--- config.mk ---
export PLATFORM = sky130hd
export DESIGN_NAME = unit_cost_estimator_core
export DESIGN_NICKNAME = d
export VERILOG_FILES = /design/src/hw/rtl/ucest_pkg.sv /design/src/hw/rtl/unit_cost_estimator_core.sv /design/src/hw/rtl/ucest_ram.sv /design/src/hw/rtl/ucest_div.sv
export VERILOG_INCLUDE_DIRS = /design/src /design/src/hw/rtl
export SDC_FILE = /design/constraint.sdc
export NUM_CORES = 2
export LEC_CHECK = 0
export CAP_MARGIN = 0
export CORE_AREA = 3 3 438 440
export DETAILED_ROUTE_END_ITERATION = 10
export DIE_AREA = 0 0 441 443
export DONT_BUFFER_PORTS = 1
export PLACE_DENSITY = 0.72
export SYNTH_ARGS = -nofsm -noshare
export SYNTH_HDL_FRONTEND = slang
export SYNTH_SLANG_ARGS = --single-unit
--- constraint.sdc ---
create_clock -name clk -period 12.6 [get_ports clk]
set_clock_uncertainty 0.2 [all_clocks]
set_input_delay 2.52 -clock clk [delete_from_list [all_inputs] [get_ports clk]]
set_output_delay 2.52 -clock clk [all_outputs]
set_load 0.02 [all_outputs]
--- src/hw/rtl/unit_cost_estimator_core_assert.svh ---
// ---------------------------------------------------------------------------
// unit cost estimator assertion macros
// concurrent assertion wrappers, empty when synthesising
// ---------------------------------------------------------------------------
`ifndef UNIT_COST_ESTIMATOR_CORE_ASSERT_SVH
`define UNIT_COST_ESTIMATOR_CORE_ASSERT_SVH

`ifndef SYNTHESIS
// checked property, masked while reset is high
`define UCEST_ASSERT_RST(lbl, clk, rst, prop) \
  lbl: assert property (@(posedge clk) disable iff (rst) prop) \
    else $error("unit_cost_estimator_core: assertion failed");
// checked property, live during reset as well
`define UCEST_ASSERT_ALWAYS(lbl, clk, prop) \
  lbl: assert property (@(posedge clk) prop) \
    else $error("unit_cost_estimator_core: assertion failed");
`else
`define UCEST_ASSERT_RST(lbl, clk, rst, prop)
`define UCEST_ASSERT_ALWAYS(lbl, clk, prop)
`endif

`endif

--- src/hw/rtl/ucest_pkg.sv ---
// ---------------------------------------------------------------------------
// ucest_pkg
// shared widths, codes and divider handshake types of the cost estimator
// ---------------------------------------------------------------------------
package ucest_pkg;

  // samples averaged when the estimate is seeded
  localparam int SAMPLES = 16;
  localparam int CNT_W   = $clog2(SAMPLES + 1);
  localparam int SMP_AW  = (SAMPLES > 1) ? $clog2(SAMPLES) : 1;

  localparam int COST_W  = 48;
  localparam int COUNT_W = 31;
  localparam int SCALE_W = 16;
  localparam int LIM_W   = COST_W + 4;       // ten times a cost
  localparam int SUM_W   = COST_W + CNT_W;   // sum of all samples
  localparam int PROD_W  = COST_W + SCALE_W;

  // divider: dividend must hold 9*estimate+cost and the sample sum
  localparam int DIV_RAW   = (SUM_W > COST_W + 5) ? SUM_W : COST_W + 5;
  localparam int DIV_W     = DIV_RAW + (DIV_RAW % 2);
  localparam int DVS_W     = COUNT_W;
  localparam int DIV_STEPS = DIV_W / 2;
  localparam int STEP_W    = $clog2(DIV_STEPS);

  localparam int AVG_DIVISOR   = 10;
  localparam int OUTLIER_RATIO = 10;

  // configuration port
  localparam int APB_AW = 4;
  localparam int APB_DW = 64;
  localparam int CFG_IDX_BIT = 3;

  localparam logic [COST_W-1:0]  INITIAL_COST_RST = COST_W'(10000);
  localparam logic [SCALE_W-1:0] POOL_SCALE_RST   = SCALE_W'(256);
  localparam logic [COST_W-1:0]  COST_MAX         = {COST_W{1'b1}};

  typedef enum logic {
    REG_INITIAL_COST = 1'b0,
    REG_POOL_SCALE   = 1'b1
  } reg_idx_t;

  typedef enum logic [1:0] {
    PH_WAIT = 2'd0,
    PH_INIT = 2'd1,
    PH_WORK = 2'd2
  } phase_t;

  typedef struct packed {
    logic             start;
    logic [DIV_W-1:0] dividend;
    logic [DVS_W-1:0] divisor;
  } div_req_t;

  typedef struct packed {
    logic             done;
    logic [DIV_W-1:0] quotient;
  } div_rsp_t;

endpackage

--- src/hw/rtl/unit_cost_estimator_core.sv ---
// ---------------------------------------------------------------------------
// unit_cost_estimator_core
// per-unit cost estimator with outlier rejection and moving average
// ---------------------------------------------------------------------------
// Each measurement (elapsed ns, unit count) yields exactly one result: the
// estimate after the step, the estimate times the Q8.8 pool factor (floored,
// saturated to 48 bits) and the phase. The first 17 measurements are
// dropped, the next 16 per-unit costs go into a 16-entry sample ram, the one
// after that seeds the estimate from the ram and every later one updates it
// as floor((9*est + cost)/10), skipping costs above ten times the estimate.
// Items are handled one at a time. All division goes through one shared
// divider that retires two quotient bits a cycle. Every measurement starts
// with the per-unit cost divide; in the tracking phase an average divide
// follows unless the cost is an outlier, and the seeding measurement adds
// two scans of the ram (minimum, then sum) and, if any sample qualifies,
// the mean divide. A finished result sits in the output register while the
// next measurement is taken in. The sample ram has no reset; every entry is
// written before the seed scan reads it. The user must write configuration
// over the apb port (initial_cost at 0x0, pool_scale at 0x8; only address
// bit 3 decoded) only while the block is idle; the block never enforces it.
// ---------------------------------------------------------------------------
`include "unit_cost_estimator_core_assert.svh"

module unit_cost_estimator_core (
  input  logic                          clk,
  input  logic                          rst,
  // measurement stream
  input  logic                          s_axis_tvalid,
  output logic                          s_axis_tready,
  input  logic [79:0]                   s_axis_tdata,   // elapsed_ns[47:0], unit_count[78:48]
  // result stream
  output logic                          m_axis_tvalid,
  input  logic                          m_axis_tready,
  output logic [103:0]                  m_axis_tdata,   // unit_cost[47:0], scaled_cost[95:48],
                                                        // phase[97:96]
  // configuration
  input  logic                          psel,
  input  logic                          penable,
  input  logic                          pwrite,
  input  logic [ucest_pkg::APB_AW-1:0]  paddr,
  input  logic [ucest_pkg::APB_DW-1:0]  pwdata,
  output logic [ucest_pkg::APB_DW-1:0]  prdata,
  output logic                          pready
);

  typedef enum logic [8:0] {
    S_IDLE     = 9'b000000001,
    S_COST     = 9'b000000010,  // per-unit cost divide
    S_DISPATCH = 9'b000000100,  // act on the cost by phase
    S_SCAN_MIN = 9'b000001000,  // ram sweep for the minimum
    S_SCAN_SUM = 9'b000010000,  // ram sweep summing qualifying samples
    S_MEAN     = 9'b000100000,  // sum / count divide
    S_AVG      = 9'b001000000,  // moving average divide
    S_MUL      = 9'b010000000,  // pool scaling
    S_OUT      = 9'b100000000   // hand result to output register
  } state_t;

  state_t                             state;
  ucest_pkg::phase_t                  phase;
  logic [ucest_pkg::CNT_W-1:0]        smp_cnt;
  logic [ucest_pkg::COST_W-1:0]       estimate;
  logic [ucest_pkg::COST_W-1:0]       initial_cost;
  logic [ucest_pkg::SCALE_W-1:0]      pool_scale;

  // seed scan
  logic [ucest_pkg::CNT_W-1:0]        scan_idx;
  logic                               rd_vld;
  logic [ucest_pkg::COST_W-1:0]       min_cost;
  logic [ucest_pkg::LIM_W-1:0]        lim;
  logic [ucest_pkg::SUM_W-1:0]        sum;
  logic [ucest_pkg::CNT_W-1:0]        num;
  logic                               scan_busy;
  logic                               scan_end;

  // sample ram
  logic                               ram_we;
  logic                               ram_re;
  logic [ucest_pkg::COST_W-1:0]       ram_rdata;

  // divider
  ucest_pkg::div_req_t                div_req;
  ucest_pkg::div_rsp_t                div_rsp;

  logic                               in_xfer;
  logic                               cfg_wr;
  ucest_pkg::reg_idx_t                cfg_idx;
  logic [ucest_pkg::COST_W-1:0]       cost;
  logic [ucest_pkg::LIM_W-1:0]        est10;
  logic [ucest_pkg::LIM_W-1:0]        est9;
  logic [ucest_pkg::LIM_W-1:0]        min10;
  logic                               keep_cost;
  logic [ucest_pkg::COST_W-1:0]       avg_sat;
  logic [ucest_pkg::PROD_W-1:0]       prod;
  logic [ucest_pkg::COST_W-1:0]       scaled_sat;

  logic [ucest_pkg::COST_W-1:0]       out_cost;
  logic [ucest_pkg::COST_W-1:0]       out_scaled;
  ucest_pkg::phase_t                  out_phase;

  // ---------------------------------------------------------------------
  // handshakes
  // ---------------------------------------------------------------------
  assign s_axis_tready = (state == S_IDLE);
  assign in_xfer       = s_axis_tvalid && s_axis_tready;

  assign pready  = 1'b1;
  assign cfg_wr  = psel && penable && pwrite && pready;
  assign cfg_idx = ucest_pkg::reg_idx_t'(paddr[ucest_pkg::CFG_IDX_BIT]);

  always_comb begin
    unique case (cfg_idx)
      ucest_pkg::REG_INITIAL_COST: prdata = ucest_pkg::APB_DW'(initial_cost);
      ucest_pkg::REG_POOL_SCALE:   prdata = ucest_pkg::APB_DW'(pool_scale);
      default:                     prdata = '0;
    endcase
  end

  // ---------------------------------------------------------------------
  // datapath helpers
  // ---------------------------------------------------------------------
  // cost of the current item, held by the divider until the next start
  assign cost  = div_rsp.quotient[ucest_pkg::COST_W-1:0];
  assign est10 = ({4'b0, estimate} << 3) + ({4'b0, estimate} << 1);
  assign est9  = ({4'b0, estimate} << 3) + {4'b0, estimate};
  assign min10 = ({4'b0, min_cost} << 3) + ({4'b0, min_cost} << 1);
  // outliers beyond ten times the estimate leave it alone
  assign keep_cost = ({4'b0, cost} <= est10);

  // moving average may exceed 48 bits, clamp
  assign avg_sat = (|div_rsp.quotient[ucest_pkg::DIV_W-1:ucest_pkg::COST_W]) ?
                   ucest_pkg::COST_MAX : div_rsp.quotient[ucest_pkg::COST_W-1:0];

  // q8.8 scaling: drop eight fraction bits, clamp the rest
  assign scaled_sat = (|prod[ucest_pkg::PROD_W-1:ucest_pkg::COST_W+8]) ?
                      ucest_pkg::COST_MAX : prod[ucest_pkg::COST_W+7:8];

  assign scan_busy = (state == S_SCAN_MIN) || (state == S_SCAN_SUM);
  assign ram_re    = scan_busy && (scan_idx < ucest_pkg::CNT_W'(ucest_pkg::SAMPLES));
  assign scan_end  = (scan_idx == ucest_pkg::CNT_W'(ucest_pkg::SAMPLES)) && !rd_vld;
  assign ram_we    = (state == S_DISPATCH) && (phase == ucest_pkg::PH_INIT) &&
                     (smp_cnt < ucest_pkg::CNT_W'(ucest_pkg::SAMPLES));

  // divider request: cost on transfer, average in tracking, mean after scan
  always_comb begin
    div_req.start    = 1'b0;
    div_req.dividend = '0;
    div_req.divisor  = '0;
    if (in_xfer) begin
      div_req.start    = 1'b1;
      div_req.dividend = ucest_pkg::DIV_W'(s_axis_tdata[47:0]);
      div_req.divisor  = (s_axis_tdata[78:48] == '0) ? ucest_pkg::DVS_W'(1) :
                         s_axis_tdata[78:48];
    end else if ((state == S_DISPATCH) && (phase != ucest_pkg::PH_WAIT) &&
                 (phase != ucest_pkg::PH_INIT) && keep_cost) begin
      div_req.start    = 1'b1;
      div_req.dividend = ucest_pkg::DIV_W'(est9) + ucest_pkg::DIV_W'(cost);
      div_req.divisor  = ucest_pkg::DVS_W'(ucest_pkg::AVG_DIVISOR);
    end else if ((state == S_SCAN_SUM) && scan_end && (num != '0)) begin
      div_req.start    = 1'b1;
      div_req.dividend = ucest_pkg::DIV_W'(sum);
      div_req.divisor  = ucest_pkg::DVS_W'(num);
    end
  end

  // ---------------------------------------------------------------------
  // sequencer
  // ---------------------------------------------------------------------
  always_ff @(posedge clk) begin
    if (rst) begin
      state         <= S_IDLE;
      phase         <= ucest_pkg::PH_WAIT;
      smp_cnt       <= '0;
      estimate      <= ucest_pkg::INITIAL_COST_RST;
      initial_cost  <= ucest_pkg::INITIAL_COST_RST;
      pool_scale    <= ucest_pkg::POOL_SCALE_RST;
      scan_idx      <= '0;
      rd_vld        <= 1'b0;
      m_axis_tvalid <= 1'b0;
    end else begin
      rd_vld <= ram_re;
      if (m_axis_tready) begin
        m_axis_tvalid <= 1'b0;
      end

      // register writes must arrive only while idle; the block does not enforce it
      if (cfg_wr) begin
        unique case (cfg_idx)
          ucest_pkg::REG_INITIAL_COST: begin
            initial_cost <= pwdata[ucest_pkg::COST_W-1:0];
            if (phase != ucest_pkg::PH_WORK) begin
              estimate <= pwdata[ucest_pkg::COST_W-1:0];
            end
          end
          ucest_pkg::REG_POOL_SCALE: begin
            pool_scale <= pwdata[ucest_pkg::SCALE_W-1:0];
          end
          default: begin
          end
        endcase
      end

      unique case (state)
        S_IDLE: begin
          if (in_xfer) begin
            state <= S_COST;
          end
        end
        S_COST: begin
          if (div_rsp.done) begin
            state <= S_DISPATCH;
          end
        end
        S_DISPATCH: begin
          unique case (phase)
            ucest_pkg::PH_WAIT: begin
              // drop the measurement, count up to one past the sample count
              if (smp_cnt < ucest_pkg::CNT_W'(ucest_pkg::SAMPLES)) begin
                smp_cnt <= smp_cnt + 1'b1;
              end else begin
                smp_cnt <= '0;
                phase   <= ucest_pkg::PH_INIT;
              end
              state <= S_MUL;
            end
            ucest_pkg::PH_INIT: begin
              if (smp_cnt < ucest_pkg::CNT_W'(ucest_pkg::SAMPLES)) begin
                smp_cnt <= smp_cnt + 1'b1;
                state   <= S_MUL;
              end else begin
                scan_idx <= '0;
                state    <= S_SCAN_MIN;
              end
            end
            default: begin
              state <= keep_cost ? S_AVG : S_MUL;
            end
          endcase
        end
        S_SCAN_MIN: begin
          if (ram_re) begin
            scan_idx <= scan_idx + 1'b1;
          end
          if (scan_end) begin
            scan_idx <= '0;
            state    <= S_SCAN_SUM;
          end
        end
        S_SCAN_SUM: begin
          if (ram_re) begin
            scan_idx <= scan_idx + 1'b1;
          end
          if (scan_end) begin
            // nothing below the limit seeds a zero estimate
            if (num == '0) begin
              estimate <= '0;
              phase    <= ucest_pkg::PH_WORK;
              state    <= S_MUL;
            end else begin
              state <= S_MEAN;
            end
          end
        end
        S_MEAN: begin
          if (div_rsp.done) begin
            estimate <= div_rsp.quotient[ucest_pkg::COST_W-1:0];
            phase    <= ucest_pkg::PH_WORK;
            state    <= S_MUL;
          end
        end
        S_AVG: begin
          if (div_rsp.done) begin
            estimate <= avg_sat;
            state    <= S_MUL;
          end
        end
        S_MUL: begin
          state <= S_OUT;
        end
        S_OUT: begin
          // wait here only if the previous result is still unclaimed
          if (!m_axis_tvalid || m_axis_tready) begin
            m_axis_tvalid <= 1'b1;
            state         <= S_IDLE;
          end
        end
        default: begin
          state <= S_IDLE;
        end
      endcase
    end
  end

  // scan accumulators and product, no reset needed
  always_ff @(posedge clk) begin
    if (state == S_DISPATCH) begin
      min_cost <= ucest_pkg::COST_MAX;
      sum      <= '0;
      num      <= '0;
    end
    if ((state == S_SCAN_MIN) && rd_vld && (ram_rdata < min_cost)) begin
      min_cost <= ram_rdata;
    end
    if ((state == S_SCAN_MIN) && scan_end) begin
      lim <= min10;
    end
    if ((state == S_SCAN_SUM) && rd_vld && ({4'b0, ram_rdata} < lim)) begin
      sum <= sum + ucest_pkg::SUM_W'(ram_rdata);
      num <= num + 1'b1;
    end
    if (state == S_MUL) begin
      prod <= ucest_pkg::PROD_W'(estimate) * ucest_pkg::PROD_W'(pool_scale);
    end
    if ((state == S_OUT) && (!m_axis_tvalid || m_axis_tready)) begin
      out_cost   <= estimate;
      out_scaled <= scaled_sat;
      out_phase  <= phase;
    end
  end

  assign m_axis_tdata = {6'b0, out_phase, out_scaled, out_cost};

  // ---------------------------------------------------------------------
  // sample ram and shared divider
  // ---------------------------------------------------------------------
  ucest_ram #(
    .DATA_W (ucest_pkg::COST_W),
    .DEPTH  (ucest_pkg::SAMPLES),
    .ADDR_W (ucest_pkg::SMP_AW)
  ) u_ram (
    .clk   (clk),
    .we    (ram_we),
    .waddr (smp_cnt[ucest_pkg::SMP_AW-1:0]),
    .wdata (cost),
    .re    (ram_re),
    .raddr (scan_idx[ucest_pkg::SMP_AW-1:0]),
    .rdata (ram_rdata)
  );

  ucest_div u_div (
    .clk (clk),
    .rst (rst),
    .req (div_req),
    .rsp (div_rsp)
  );

  // ---------------------------------------------------------------------
  // assertions
  // ---------------------------------------------------------------------
  // every accepted measurement starts the cost divide
  `UCEST_ASSERT_RST(a_xfer_to_cost, clk, rst, in_xfer |=> (state == S_COST))
  // tracking phase is never left
  `UCEST_ASSERT_RST(a_work_sticky, clk, rst,
                    (phase == ucest_pkg::PH_WORK) |=> (phase == ucest_pkg::PH_WORK))
  // samples are only stored while collecting, within the ram
  `UCEST_ASSERT_ALWAYS(a_ram_write_phase, clk,
                       ram_we |-> ((phase == ucest_pkg::PH_INIT) &&
                                   (smp_cnt < ucest_pkg::CNT_W'(ucest_pkg::SAMPLES))))

endmodule

--- src/hw/rtl/ucest_ram.sv ---
// ---------------------------------------------------------------------------
// ucest_ram
// simple dual port synchronous ram, registered read data
// ---------------------------------------------------------------------------
module ucest_ram #(
  parameter int DATA_W = 48,
  parameter int DEPTH  = 16,
  parameter int ADDR_W = 4
) (
  input  logic              clk,
  input  logic              we,
  input  logic [ADDR_W-1:0] waddr,
  input  logic [DATA_W-1:0] wdata,
  input  logic              re,
  input  logic [ADDR_W-1:0] raddr,
  output logic [DATA_W-1:0] rdata
);

  logic [DATA_W-1:0] mem [DEPTH];

  always_ff @(posedge clk) begin
    if (we) begin
      mem[waddr] <= wdata;
    end
  end

  always_ff @(posedge clk) begin
    if (re) begin
      rdata <= mem[raddr];
    end
  end

endmodule

--- src/hw/rtl/ucest_div.sv ---
// ---------------------------------------------------------------------------
// ucest_div
// restoring unsigned divider, two quotient bits per cycle
// ---------------------------------------------------------------------------
module ucest_div (
  input  logic                clk,
  input  logic                rst,
  input  ucest_pkg::div_req_t req,
  output ucest_pkg::div_rsp_t rsp
);

  logic                          busy;
  logic                          done;
  logic [ucest_pkg::STEP_W-1:0]  step;
  logic [ucest_pkg::DVS_W-1:0]   dvs;
  logic [ucest_pkg::DVS_W-1:0]   rem;
  logic [ucest_pkg::DIV_W-1:0]   quo;

  logic [ucest_pkg::DVS_W:0]     r1;
  logic [ucest_pkg::DVS_W:0]     r1s;
  logic [ucest_pkg::DVS_W:0]     r2;
  logic [ucest_pkg::DVS_W:0]     r2s;
  logic                          ge1;
  logic                          ge2;

  always_comb begin
    r1  = {rem, quo[ucest_pkg::DIV_W-1]};
    ge1 = (r1 >= {1'b0, dvs});
    r1s = ge1 ? (r1 - {1'b0, dvs}) : r1;
    r2  = {r1s[ucest_pkg::DVS_W-1:0], quo[ucest_pkg::DIV_W-2]};
    ge2 = (r2 >= {1'b0, dvs});
    r2s = ge2 ? (r2 - {1'b0, dvs}) : r2;
  end

  always_ff @(posedge clk) begin
    if (rst) begin
      busy <= 1'b0;
      done <= 1'b0;
      step <= '0;
    end else begin
      done <= 1'b0;
      if (req.start) begin
        busy <= 1'b1;
        step <= '0;
      end else if (busy) begin
        step <= step + 1'b1;
        if (step == ucest_pkg::STEP_W'(ucest_pkg::DIV_STEPS - 1)) begin
          busy <= 1'b0;
          done <= 1'b1;
        end
      end
    end
  end

  always_ff @(posedge clk) begin
    if (req.start) begin
      dvs <= req.divisor;
      rem <= '0;
      quo <= req.dividend;
    end else if (busy) begin
      rem <= r2s[ucest_pkg::DVS_W-1:0];
      quo <= {quo[ucest_pkg::DIV_W-3:0], ge1, ge2};
    end
  end

  assign rsp.done     = done;
  assign rsp.quotient = quo;

endmodule

==> flow_summary.json <==
{
  "fmax_mhz": 111,
  "finalSetupTns_ns": 0,
  "rsz0062_at_grt": "no",
  "worstSetupPathType": "reg2reg",
  "vias": 65500,
  "final_antenna_net_count": 0,
  "slew-limit-headroom": 0.0337,
  "maxCapViolations": 0,
  "start_kind": "flop",
  "die_w_microns": 441,
  "min_period_ns": 9.04,
  "gp_congestion": 0.943,
  "ys_ff_latch": 1385,
  "reg2reg_to": "u_div.quo[12]",
  "use_met1": 0.378,
  "wl_microns": 279000,
  "postCtsSetupBuffers": 0,
  "track_usage": 0.286,
  "synth_cell_types": 85,
  "syn-instance-count": 8161,
  "io_buffers": 0,
  "tightest_slew_ns": 1.45,
  "synth_edf_count": 1212,
  "grt_pass1_wl_microns": 419000,
  "layout.nets": 9452,
  "pin_count": 326,
  "hold_depth": 2,
  "drv_slew": 0,
  "synth_top_cell_by_area": "edfxtp_1",
  "ctsHoldBuffers": 0,
  "use_met2": 0.453,
  "grt_busiest_layer": "met2",
  "met3_usage": 0.0524,
  "synth_common_cells": "edfxtp_1, nand2_1, inv_1, fa_1, ha_1",
  "drc": 0,
  "clock-sinks": 1385,
  "combPwrFrac": 0.310,
  "drive_gt1_frac": 0.0967,
  "antenna_found_initial": 35,
  "yosysWarnings": 0,
  "p_seq_frac": 0.400,
  "finalSetupViolCount": 0,
  "synth-async-reset-ratio": 0,
  "path_clk_slew_ns": 0.08,
  "die_area_sq_um": 195000,
  "synth_ff_type": "edfxtp_1",
  "die_h_microns": 443,
  "synth.most_common_cell": "edfxtp_1",
  "postLayoutCoreUtil": 0.542,
  "via_per_inst": 6.11,
  "r2r_slack_ns": 3.56,
  "hpwl_microns": 193000,
  "cts_buffers": 145,
  "nFillCells": 15600,
  "min_path_type": "reg2reg",
  "dpl.cell_count": 10400,
  "internal_power_uw": 9720,
  "avgSynthCellArea_sq_um": 11.5,
  "firstDrtPassIters": 6,
  "cts_tree": "done",
  "ctsResizeCount": 0,
  "netlist_area_sq_um": 94100,
  "rows": 159,
  "setup_ws_ns": 3.56,
  "p_leak_uw": 0.0401,
  "status": "complete, no violations",
  "critPathArrivalTime_ns": 9.34,
  "drt-wirelength-per-cell_microns": 26.0,
  "area_growth_pct": 8.33,
  "synth_top_area_frac": 0.387,
  "hold_viol": 0,
  "initial_utilization": 0.501,
  "peakVddDrop_mv": 0.209,
  "hold_end": "initial_cost[44]",
  "hold_path.startpoint": "initial_cost[44]",
  "grt_max_degree": 82,
  "final-seq-area_sq_um": 39900,
  "p_per_area_nw_per_um2": 148,
  "htree_num_levels": 4,
  "ys_top_cells_by_area": "edfxtp_1, fa_1, ha_1",
  "core_region_area_sq_um": 188000,
  "grt_overflow_total": 0,
  "cp-end-kind": "flop",
  "crit_required_ns": 12.90,
  "drtIter0Drc": 6356,
  "period_share": 0.718,
  "pre_cts_ws_ns": 3.88,
  "worstRegToRegCells": 20,
  "multi_input_area_sq_um": 49500,
  "clock_latency_ns": 0.85,
  "finalNonFillerCells": 10700,
  "cts_buffer_depth": 3,
  "switching_share": 0.355,
  "p_switching_uw": 5340,
  "worstReg2RegStart": "estimate[17]",
  "clockPowerShare": 0.290,
  "cts_root_buffer": "clkbuf_16",
  "grt_pass1_vias": 65800,
  "crit_fanout": 22,
  "yosysSeqAreaShare": 0.423
}
[critical path: stages (launching register included)]
cell and delay (ns):
dfxtp_1 1.04, ha_1 0.48, nand4_1 0.17, o211ai_1 0.12, a21oi_1 0.33, a211oi_1 0.07
nor3_1 0.23, o21ai_0 0.21, a311oi_1 0.54, a21oi_1 0.23, xnor2_1 0.20, ha_1 0.31
nand4_1 0.20, nor4_1 0.53, nand3_1 0.22, a31oi_1 0.47, o41ai_1 0.15, or4b_4 0.56
o311ai_4 0.95, and2_0 1.20, a21oi_1 0.22
[cells in the final DEF, fill, tap and decap left out, types with 25 or more instances in the layout]
master | Yosys | final
a211oi_1 | 51 | 51
a21o_1 | 190 | 190
a21oi_1 | 440 | 439
a22oi_1 | 26 | 26
a31oi_1 | 37 | 37
and2_1 | 305 | 305
and3_1 | 44 | 44
buf_4 | 24 | 154
clkbuf_1 | 358 | 25
clkbuf_16 | 0 | 147
clkinv_1 | 0 | 26
dfxtp_1 | 173 | 158
diode_2 | 0 | 32
edfxtp_1 | 1212 | 1212
fa_1 | 692 | 692
ha_1 | 537 | 537
inv_1 | 907 | 905
mux2i_1 | 82 | 82
mux4_2 | 240 | 240
nand2_1 | 934 | 931
nand2b_1 | 104 | 103
nand3_1 | 84 | 84
nand4_1 | 78 | 78
nor2_1 | 295 | 280
nor2b_1 | 86 | 85
nor3_1 | 60 | 55
nor4_1 | 29 | 29
o211ai_1 | 46 | 46
o21a_1 | 57 | 57
o21ai_0 | 311 | 310
o21bai_1 | 39 | 39
o22ai_1 | 26 | 26
o311a_1 | 45 | 44
or2_2 | 61 | 61
xnor2_1 | 157 | 157
xor2_1 | 131 | 131
[sequential cells by signal, summed over array words and instances (netlist names), 2 cells and up]
signal / count
prod: 56
u_div.rem: 31
num: 5
scan_idx: 5
u_div.step: 5
min_cost: 48
estimate: 48
u_ram.rdata: 48
initial_cost: 48
out_scaled: 48
state: 9
phase: 2
u_div.dvs: 31
u_ram.mem: 768
smp_cnt: 5
out_phase: 2
u_div.quo: 54
lim: 51
sum: 53
out_cost: 48
pool_scale: 16
[logic make-up after synthesis]
logic type	count (synthesis)	synth area share
and+or+nand+nor	2139	0.109
AOI/OAI and AO/OA	1452	0.100
DFF	1385	0.423
buffers and inverters	1323	0.0541
adders and majority gates	1229	0.219
muxes	343	0.0686
xor gates and xnor gates	288	0.0268
other	2	0.0000798
[cell type report]
class,count,area share
multi-input cells,5474,0.485
flip-flops and latches,1385,0.391
clock buffers,174,0.0372
inverters,908,0.0334
well taps,2495,0.0306
repair buffers,154,0.0113
clock inverters,96,0.0103
diodes,32,0.000785
[power groups by stage]
stage | clock [uW] | combinational, uW | sequential [uW]
6_report | 4370 | 4670 | 6030
5_1_grt | 4610 | 5100 | 6050
4_1_cts | 4440 | 4590 | 6020
3_5_place_dp | 0 | 4560 | 6110
3_3_place_gp | 0 | 4460 | 6090
2_1_floorplan | 0 | 3150 | 6030
[how the worst max path moves through the flow]
stage                        from             to  slack [ns]
floorplan           m_axis_tready    out_cost[0]        4.85
global placement     estimate[17]  u_div.quo[41]        3.93
detailed placement   estimate[17]  u_div.quo[41]        3.88
CTS                  estimate[17]  u_div.quo[41]        3.81
global route         estimate[17]  u_div.quo[41]        3.26
finish               estimate[17]  u_div.quo[12]        3.56
[through the flow]
stage / power [uW] / cell area, sq um / hold WS [ns]
global placement: 10600 / 97100 / 0.232
detailed placement: 10700 / 97100 / 0.238
floorplan: 9180 / 94200 / 0.232
global route: 15800 / 102000 / 0.268
CTS: 15100 / 102000 / 0.246
finish: 15100 / 102000 / 0.248
[metal layers]
layer | vias to the layer above | part of all wire
met5 | - | 0
met4 | 0 | 0.057
met3 | 671 | 0.089
met2 | 3291 | 0.47
met1 | 33100 | 0.38
li1 | 28400 | -
(Power assumes the default switching activity.)
